File: src/rtl/frx_pkg.sv
// Package: shared types and constants of the framed packet receiver.
`timescale 1ns / 1ps
`default_nettype none

package frx_pkg;

  typedef enum logic [1:0] {
    ST_OK      = 2'd0,
    ST_BAD_SUM = 2'd1,
    ST_TIMEOUT = 2'd2,
    ST_FRAMING = 2'd3
  } status_t;

  typedef enum logic {
    OP_BYTE = 1'b0,
    OP_TICK = 1'b1
  } opcode_t;

  localparam logic [1:0] REG_START_BYTE    = 2'd0;
  localparam logic [1:0] REG_END_BYTE      = 2'd1;
  localparam logic [1:0] REG_TIMEOUT_TICKS = 2'd2;

  localparam logic [7:0] RST_START_BYTE    = 8'd2;
  localparam logic [7:0] RST_END_BYTE      = 8'd3;
  localparam logic [7:0] RST_TIMEOUT_TICKS = 8'd2;

  localparam logic [6:0] DATA_MASK = 7'h7f;
  localparam logic [2:0] POS_IDLE  = 3'd0;
  localparam logic [2:0] POS_FIRST = 3'd1;
  localparam logic [2:0] POS_SUM   = 3'd4;
  localparam logic [2:0] POS_LAST  = 3'd5;

  typedef struct packed {
    logic [7:0] start_byte;
    logic [7:0] end_byte;
    logic [7:0] timeout_ticks;
  } cfg_t;

  typedef struct packed {
    logic       valid;
    status_t    status;
    logic [7:0] command;
    logic [13:0] value;
  } result_t;

endpackage

`default_nettype wire

File: src/rtl/frx_core.sv
// Frame state and per-item decode logic of the framed packet receiver.
`timescale 1ns / 1ps
`default_nettype none

module frx_core
  import frx_pkg::*;
(
  input  wire logic       clk,
  input  wire logic       rst,
  input  wire logic       fire,
  input  wire opcode_t    opcode,
  input  wire logic [7:0] byte_value,
  input  wire cfg_t       cfg,
  output result_t         result
);

  logic [2:0] byte_position, byte_position_next;
  logic [7:0] held_command, held_command_next;
  logic [7:0] held_high, held_high_next;
  logic [7:0] held_low, held_low_next;
  logic [7:0] running_sum, running_sum_next;
  logic       checksum_ok, checksum_ok_next;
  logic [7:0] elapsed_ticks, elapsed_ticks_next;
  logic [7:0] ticks_inc;
  logic       done;
  status_t    done_status;

  assign ticks_inc = (elapsed_ticks == 8'hff) ? elapsed_ticks : elapsed_ticks + 8'd1;

  always_comb begin
    byte_position_next = byte_position;
    held_command_next  = held_command;
    held_high_next     = held_high;
    held_low_next      = held_low;
    running_sum_next   = running_sum;
    checksum_ok_next   = checksum_ok;
    elapsed_ticks_next = elapsed_ticks;
    done               = 1'b0;
    done_status        = ST_OK;
    if (opcode == OP_TICK) begin
      if (byte_position != POS_IDLE) begin
        elapsed_ticks_next = ticks_inc;
        if (ticks_inc >= cfg.timeout_ticks) begin
          done        = 1'b1;
          done_status = ST_TIMEOUT;
        end
      end
    end else if (byte_position == POS_IDLE) begin
      if (byte_value == cfg.start_byte) begin
        byte_position_next = POS_FIRST;
        running_sum_next   = byte_value;
        checksum_ok_next   = 1'b0;
        elapsed_ticks_next = 8'd0;
        held_command_next  = 8'd0;
        held_high_next     = 8'd0;
        held_low_next      = 8'd0;
      end
    end else if (byte_position >= POS_LAST) begin
      done = 1'b1;
      if (byte_value != cfg.end_byte) begin
        done_status = ST_FRAMING;
      end else if (checksum_ok) begin
        done_status = ST_OK;
      end else begin
        done_status = ST_BAD_SUM;
      end
    end else if (byte_value == cfg.end_byte) begin
      done        = 1'b1;
      done_status = ST_FRAMING;
    end else begin
      case (byte_position)
        3'd1: held_command_next = byte_value;
        3'd2: held_high_next    = byte_value;
        3'd3: held_low_next     = byte_value;
        default: checksum_ok_next = (running_sum == byte_value);
      endcase
      if (byte_position < POS_SUM) begin
        running_sum_next = running_sum + byte_value;
      end
      byte_position_next = byte_position + 3'd1;
    end
    if (done) begin
      byte_position_next = POS_IDLE;
      elapsed_ticks_next = 8'd0;
    end
  end

  always_comb begin
    result.valid   = done;
    result.status  = done_status;
    result.command = 8'd0;
    result.value   = 14'd0;
    if (done_status == ST_OK) begin
      result.command = held_command;
      result.value   = {held_high[6:0] & DATA_MASK, held_low[6:0] & DATA_MASK};
    end
  end

  always_ff @(posedge clk) begin
    if (rst) begin
      byte_position <= POS_IDLE;
      elapsed_ticks <= 8'd0;
    end else if (fire) begin
      byte_position <= byte_position_next;
      elapsed_ticks <= elapsed_ticks_next;
    end
  end

  always_ff @(posedge clk) begin
    if (fire) begin
      held_command <= held_command_next;
      held_high    <= held_high_next;
      held_low     <= held_low_next;
      running_sum  <= running_sum_next;
      checksum_ok  <= checksum_ok_next;
    end
  end

endmodule

`default_nettype wire

File: src/rtl/framed_packet_receiver_unit.sv
// Top level: framed packet receiver with input register, config registers and result register.
//
//   channel  | dir | handshake                    | payload
//   s_axis   | in  | s_axis_tvalid/s_axis_tready  | tdata: byte_value; tuser: opcode
//   m_axis   | out | m_axis_tvalid/m_axis_tready  | tdata: command, value; tuser: status
//   cfg      | in  | cfg_we                       | cfg_index, cfg_data
//
// One request per cycle unless m_axis stalls; results pass the input, then the result register.
// The input register feeds the frame logic, which writes the result register.
// A full, unaccepted result register holds the input register and s_axis_tready.
// Synchronous reset returns to hunting the start byte and restores config defaults.
`timescale 1ns / 1ps
`default_nettype none

module framed_packet_receiver_unit
  import frx_pkg::*;
(
  input  wire logic        clk,
  input  wire logic        rst,
  input  wire logic        s_axis_tvalid,
  output logic             s_axis_tready,
  input  wire logic [7:0]  s_axis_tdata,   // [7:0] byte_value
  input  wire logic        s_axis_tuser,   // [0] opcode
  output logic             m_axis_tvalid,
  input  wire logic        m_axis_tready,
  output logic [23:0]      m_axis_tdata,   // [7:0] command, [21:8] value, [23:22] zero
  output logic [1:0]       m_axis_tuser,   // [1:0] status
  input  wire logic        cfg_we,
  input  wire logic [1:0]  cfg_index,
  input  wire logic [7:0]  cfg_data
);

  logic       in_valid;
  logic [7:0] in_byte;
  opcode_t    in_opcode;
  logic       advance;
  cfg_t       cfg;
  result_t    result;
  status_t    out_status;
  logic [7:0] out_command;
  logic [13:0] out_value;

  assign advance       = in_valid && (!m_axis_tvalid || m_axis_tready);
  assign s_axis_tready = !in_valid || advance;

  always_ff @(posedge clk) begin
    if (rst) begin
      cfg.start_byte    <= RST_START_BYTE;
      cfg.end_byte      <= RST_END_BYTE;
      cfg.timeout_ticks <= RST_TIMEOUT_TICKS;
    end else if (cfg_we) begin
      case (cfg_index)
        REG_START_BYTE:    cfg.start_byte    <= cfg_data;
        REG_END_BYTE:      cfg.end_byte      <= cfg_data;
        REG_TIMEOUT_TICKS: cfg.timeout_ticks <= cfg_data;
        default: ;
      endcase
    end
  end

  always_ff @(posedge clk) begin
    if (rst) begin
      in_valid <= 1'b0;
    end else if (s_axis_tready) begin
      in_valid <= s_axis_tvalid;
    end
  end

  always_ff @(posedge clk) begin
    if (s_axis_tready && s_axis_tvalid) begin
      in_byte   <= s_axis_tdata;
      in_opcode <= opcode_t'(s_axis_tuser);
    end
  end

  frx_core u_core (
    .clk        (clk),
    .rst        (rst),
    .fire       (advance),
    .opcode     (in_opcode),
    .byte_value (in_byte),
    .cfg        (cfg),
    .result     (result)
  );

  always_ff @(posedge clk) begin
    if (rst) begin
      m_axis_tvalid <= 1'b0;
    end else if (advance) begin
      m_axis_tvalid <= result.valid;
    end else if (m_axis_tready) begin
      m_axis_tvalid <= 1'b0;
    end
  end

  always_ff @(posedge clk) begin
    if (advance && result.valid) begin
      out_status  <= result.status;
      out_command <= result.command;
      out_value   <= result.value;
    end
  end

  assign m_axis_tdata = {2'b00, out_value, out_command};
  assign m_axis_tuser = out_status;

endmodule

`default_nettype wire

File: config.mk
export PLATFORM = sky130hd
export DESIGN_NAME = framed_packet_receiver_unit
export DESIGN_NICKNAME = d
export VERILOG_FILES = /design/src/rtl/frx_pkg.sv /design/src/rtl/frx_core.sv /design/src/rtl/framed_packet_receiver_unit.sv
export SDC_FILE = /design/constraint.sdc
export NUM_CORES = 1
export LEC_CHECK = 0
export BUFFER_PORTS_ARGS = -buffer_cell sky130_fd_sc_hd__buf_2
export CORE_MARGIN = 2
export CORE_UTILIZATION = 30
export DETAILED_ROUTE_END_ITERATION = 6
export PLACE_DENSITY = 0.56
export RECOVER_POWER = 25
export SLEW_MARGIN = 30
export SYNTH_ARGS = -nofsm -noshare
export SYNTH_HDL_FRONTEND = slang
export SYNTH_HIERARCHICAL = 1
export SYNTH_SLANG_ARGS = --single-unit
File: constraint.sdc
create_clock -name clk -period 5.9 [get_ports clk]
set_input_delay 1.475 -clock clk [delete_from_list [all_inputs] [get_ports clk]]
set_output_delay 1.475 -clock clk [all_outputs]
set_load 0.03 [all_outputs]
==> flow_summary.json <==
{
  "async_flop_share_pct": 0,
  "grt_pass1_wl_um": 16100,
  "cts_resized": 0,
  "detailed_place_hpwl_um": 7130,
  "synth_area_um2": 4930,
  "clock_sinks": 101,
  "status": "finished with violations",
  "fin_crit_ns": 3.55,
  "netlist_top_cells_count": "64 x edfxtp_1, 37 x dfxtp_1, 30 x nand2b_1",
  "cts_root_buffer": "clkbuf_16",
  "yosys-top-cells-area": "edfxtp_1 39%, dfxtp_1 15%, ha_1 5.6%",
  "crit_type": "flip-flop to flip-flop",
  "fin_crit_sh_pct": 60.2,
  "clkLatencyLatePin_ns": 0.36,
  "drv_slew": 43,
  "cts_hold_buffers": 0,
  "setup_viol": 0,
  "area_growth_syn_to_layout_pct": 15.8,
  "die_y_um": 132,
  "start_util_pct": 30.8,
  "via_per_inst": 4.61,
  "overflow": 0,
  "nets": 524,
  "hp-class": "flip-flop to flip-flop",
  "power.density_nw_per_um2": 259,
  "ir_drop_v": 0.000132,
  "core_um2": 16000,
  "row_count": 46,
  "die_x_um": 132,
  "setup_tns_ns": 0,
  "ys.flop_type": "edfxtp_1",
  "yosysMostFrequentCell": "edfxtp_1",
  "arrival_ns": 3.66,
  "synth.top_cell.area_share_pct": 38.9,
  "relSlewSlack_pct": -13.0,
  "ys_types": 55,
  "wirelength_um": 10000,
  "route.antenna.remaining_nets": 0,
  "yosys_warnings": 6,
  "worstPathRequired_ns": 6.01,
  "failed_checks": "capacitance limit, slew limit",
  "htreeDepth": 3,
  "yosysSeqAreaShare_pct": 54.0,
  "synth_edf_count": 64,
  "clk_pin_slew_worst_paths_ns": 0.07,
  "cts_tree": "done",
  "finalHoldViolCount": 0,
  "grt_pass1_vias": 3190,
  "synth_cells": 430,
  "vias": 3219,
  "clockBufferDepth": 2,
  "cts_setup_buffers": 0,
  "end_kind": "flip-flop",
  "avgSynthCellArea_um2": 11.5,
  "p_leak_uw": 0.00225,
  "dieArea_um2": 17500,
  "gp_congestion": 0.822,
  "grt_max_degree": 43,
  "io_pins": 52,
  "ys_ff_latch": 101,
  "worst_pin_slew_ns": 1.70,
  "antenna_found_initial": 0,
  "post-synth-top-area-cell": "edfxtp_1",
  "drive_above_1_share_pct": 15.8,
  "grt_usage_pct": 11.9,
  "route.detailed.drc": 0,
  "p_total_uw": 1480,
  "fin_skew_ns": 0.0114,
  "portBuffers": 49,
  "antenna_cells": 0,
  "max_cap_viol_count": 1,
  "cp-start-kind": "flip-flop",
  "routedWlPerCell_um": 14.3,
  "dr.first_iter.drc_count": 150,
  "first_pass_iters": 4,
  "rsz0062_at_grt": "false",
  "critPathMaxFanout": 12,
  "fmax_ghz": 0.282,
  "cts_buffers": 9
}
==> through the flow <==
| step | cells | instance area (um^2) | worst slack, ns | utilization [%] | hold slack, ns |
|---|---|---|---|---|---|
| 2_1_floorplan | 431 | 4940 | 2.04 | - | 0.449 |
| 3_3_place_gp | 680 | 5380 | 2.19 | 33.6 | 0.465 |
| 3_5_place_dp | 682 | 5390 | 2.35 | 33.7 | 0.463 |
| 4_1_cts | 698 | 5720 | 2.35 | 35.7 | 0.482 |
| 5_1_grt | 698 | 5710 | 1.97 | 35.7 | 0.501 |
| 6_report | 698 | 5710 | 2.35 | 35.7 | 0.478 |
==> routing by layer <==
layer / vias to the layer above / track usage [%] / wire [um]
li1: 1636 / - / -
met1: 1471 / 14.9 / 4810
met2: 97 / 18.6 / 4460
met3: 15 / 3.69 / 490
met4: 0 / 5.73 / 240
met5: - / 0 / 0
==> placed cells by master, fill, tap and decap left out, types with 6 or more instances in the layout <==
| cell type | synthesis | routed |
|---|---|---|
| mux2i_1 | 26 | 26 |
| nand2b_1 | 30 | 30 |
| buf_2 | 4 | 49 |
| clkbuf_16 | 0 | 9 |
| and3_1 | 26 | 26 |
| xnor2_1 | 10 | 10 |
| edfxtp_1 | 64 | 64 |
| xor2_1 | 12 | 12 |
| inv_1 | 26 | 26 |
| nor2b_1 | 17 | 16 |
| o21ai_0 | 15 | 15 |
| nand3_1 | 6 | 6 |
| nor4_1 | 7 | 7 |
| dfxtp_1 | 37 | 37 |
| ha_1 | 22 | 22 |
| nor2_1 | 17 | 17 |
| nand2_1 | 18 | 18 |
| a21oi_1 | 16 | 16 |
==> critical path, stage by stage, from the launching register on <==
cell       delay (ns)
dfxtp_1          0.36
and3_1           0.20
and3_1           0.23
a21oi_1          0.34
nand3_1          0.15
xnor2_1          0.22
ha_1             0.21
a2111o_1         0.16
a2bb2oi_1        0.34
inv_1            0.10
o21ai_0          0.27
o211ai_1         0.13
buf_2            0.21
buf_2            0.19
and3_1           0.20
==> layout make-up <==
cell class | count | area [um^2]
well taps | 216 | 270
flip-flops and latches | 101 | 2660
inverters | 26 | 97.6
clock buffers | 10 | 229
multi-input cells | 285 | 2090
repair buffers | 54 | 272
clock inverters | 6 | 95.1
fillers | 1635 | 10300
==> report_power, final <==
| group | switching, uW | internal (uW) | total, uW |
|---|---|---|---|
| clock network | 265 | 376 | 642 |
| logic | 40.2 | 32.6 | 72.9 |
| registers | 13.5 | 755 | 768 |
| total | 319 | 1160 | 1480 |
==> registers in the layout, summed over array words and instances (netlist names) <==
register / count
cfg: 24
u_core/checksum_ok: 1
m_axis_tuser: 2
out_command: 8
m_axis_tvalid: 1
u_core/held_low: 7
in_byte: 8
u_core/held_command: 8
u_core/running_sum: 8
u_core/elapsed_ticks: 8
in_valid: 1
in_opcode: 1
out_value: 14
u_core/byte_position: 3
u_core/held_high: 7
==> kinds of logic after synthesis <==
logic type | after synthesis | synth area share, %
compound gates | 64 | 8.93
xor+xnor | 23 | 4.23
fa+ha+maj | 23 | 5.98
buf+inv | 45 | 4.06
flops | 101 | 54.0
mux | 26 | 5.27
other cells | 1 | 0.0760
simple gates | 147 | 17.5
==> path summary, 6_finish.rpt <==
check                                             from                 endpoint  slack, ns  depth (start not counted)
setup / recovery  u_core/elapsed_ticks[3]$_SDFFE_PP0P_  out_value[13]$_DFFE_PP_       2.35                         14
setup reg to reg  u_core/elapsed_ticks[3]$_SDFFE_PP0P_  out_value[13]$_DFFE_PP_       2.35                         14
hold reg to reg                    cfg[3]$_SDFFE_PP0P_      cfg[3]$_SDFFE_PP0P_       0.48                          2
hold / removal                     cfg[3]$_SDFFE_PP0P_      cfg[3]$_SDFFE_PP0P_       0.48                          2
Note: power is estimated with default switching activity, not from simulation.
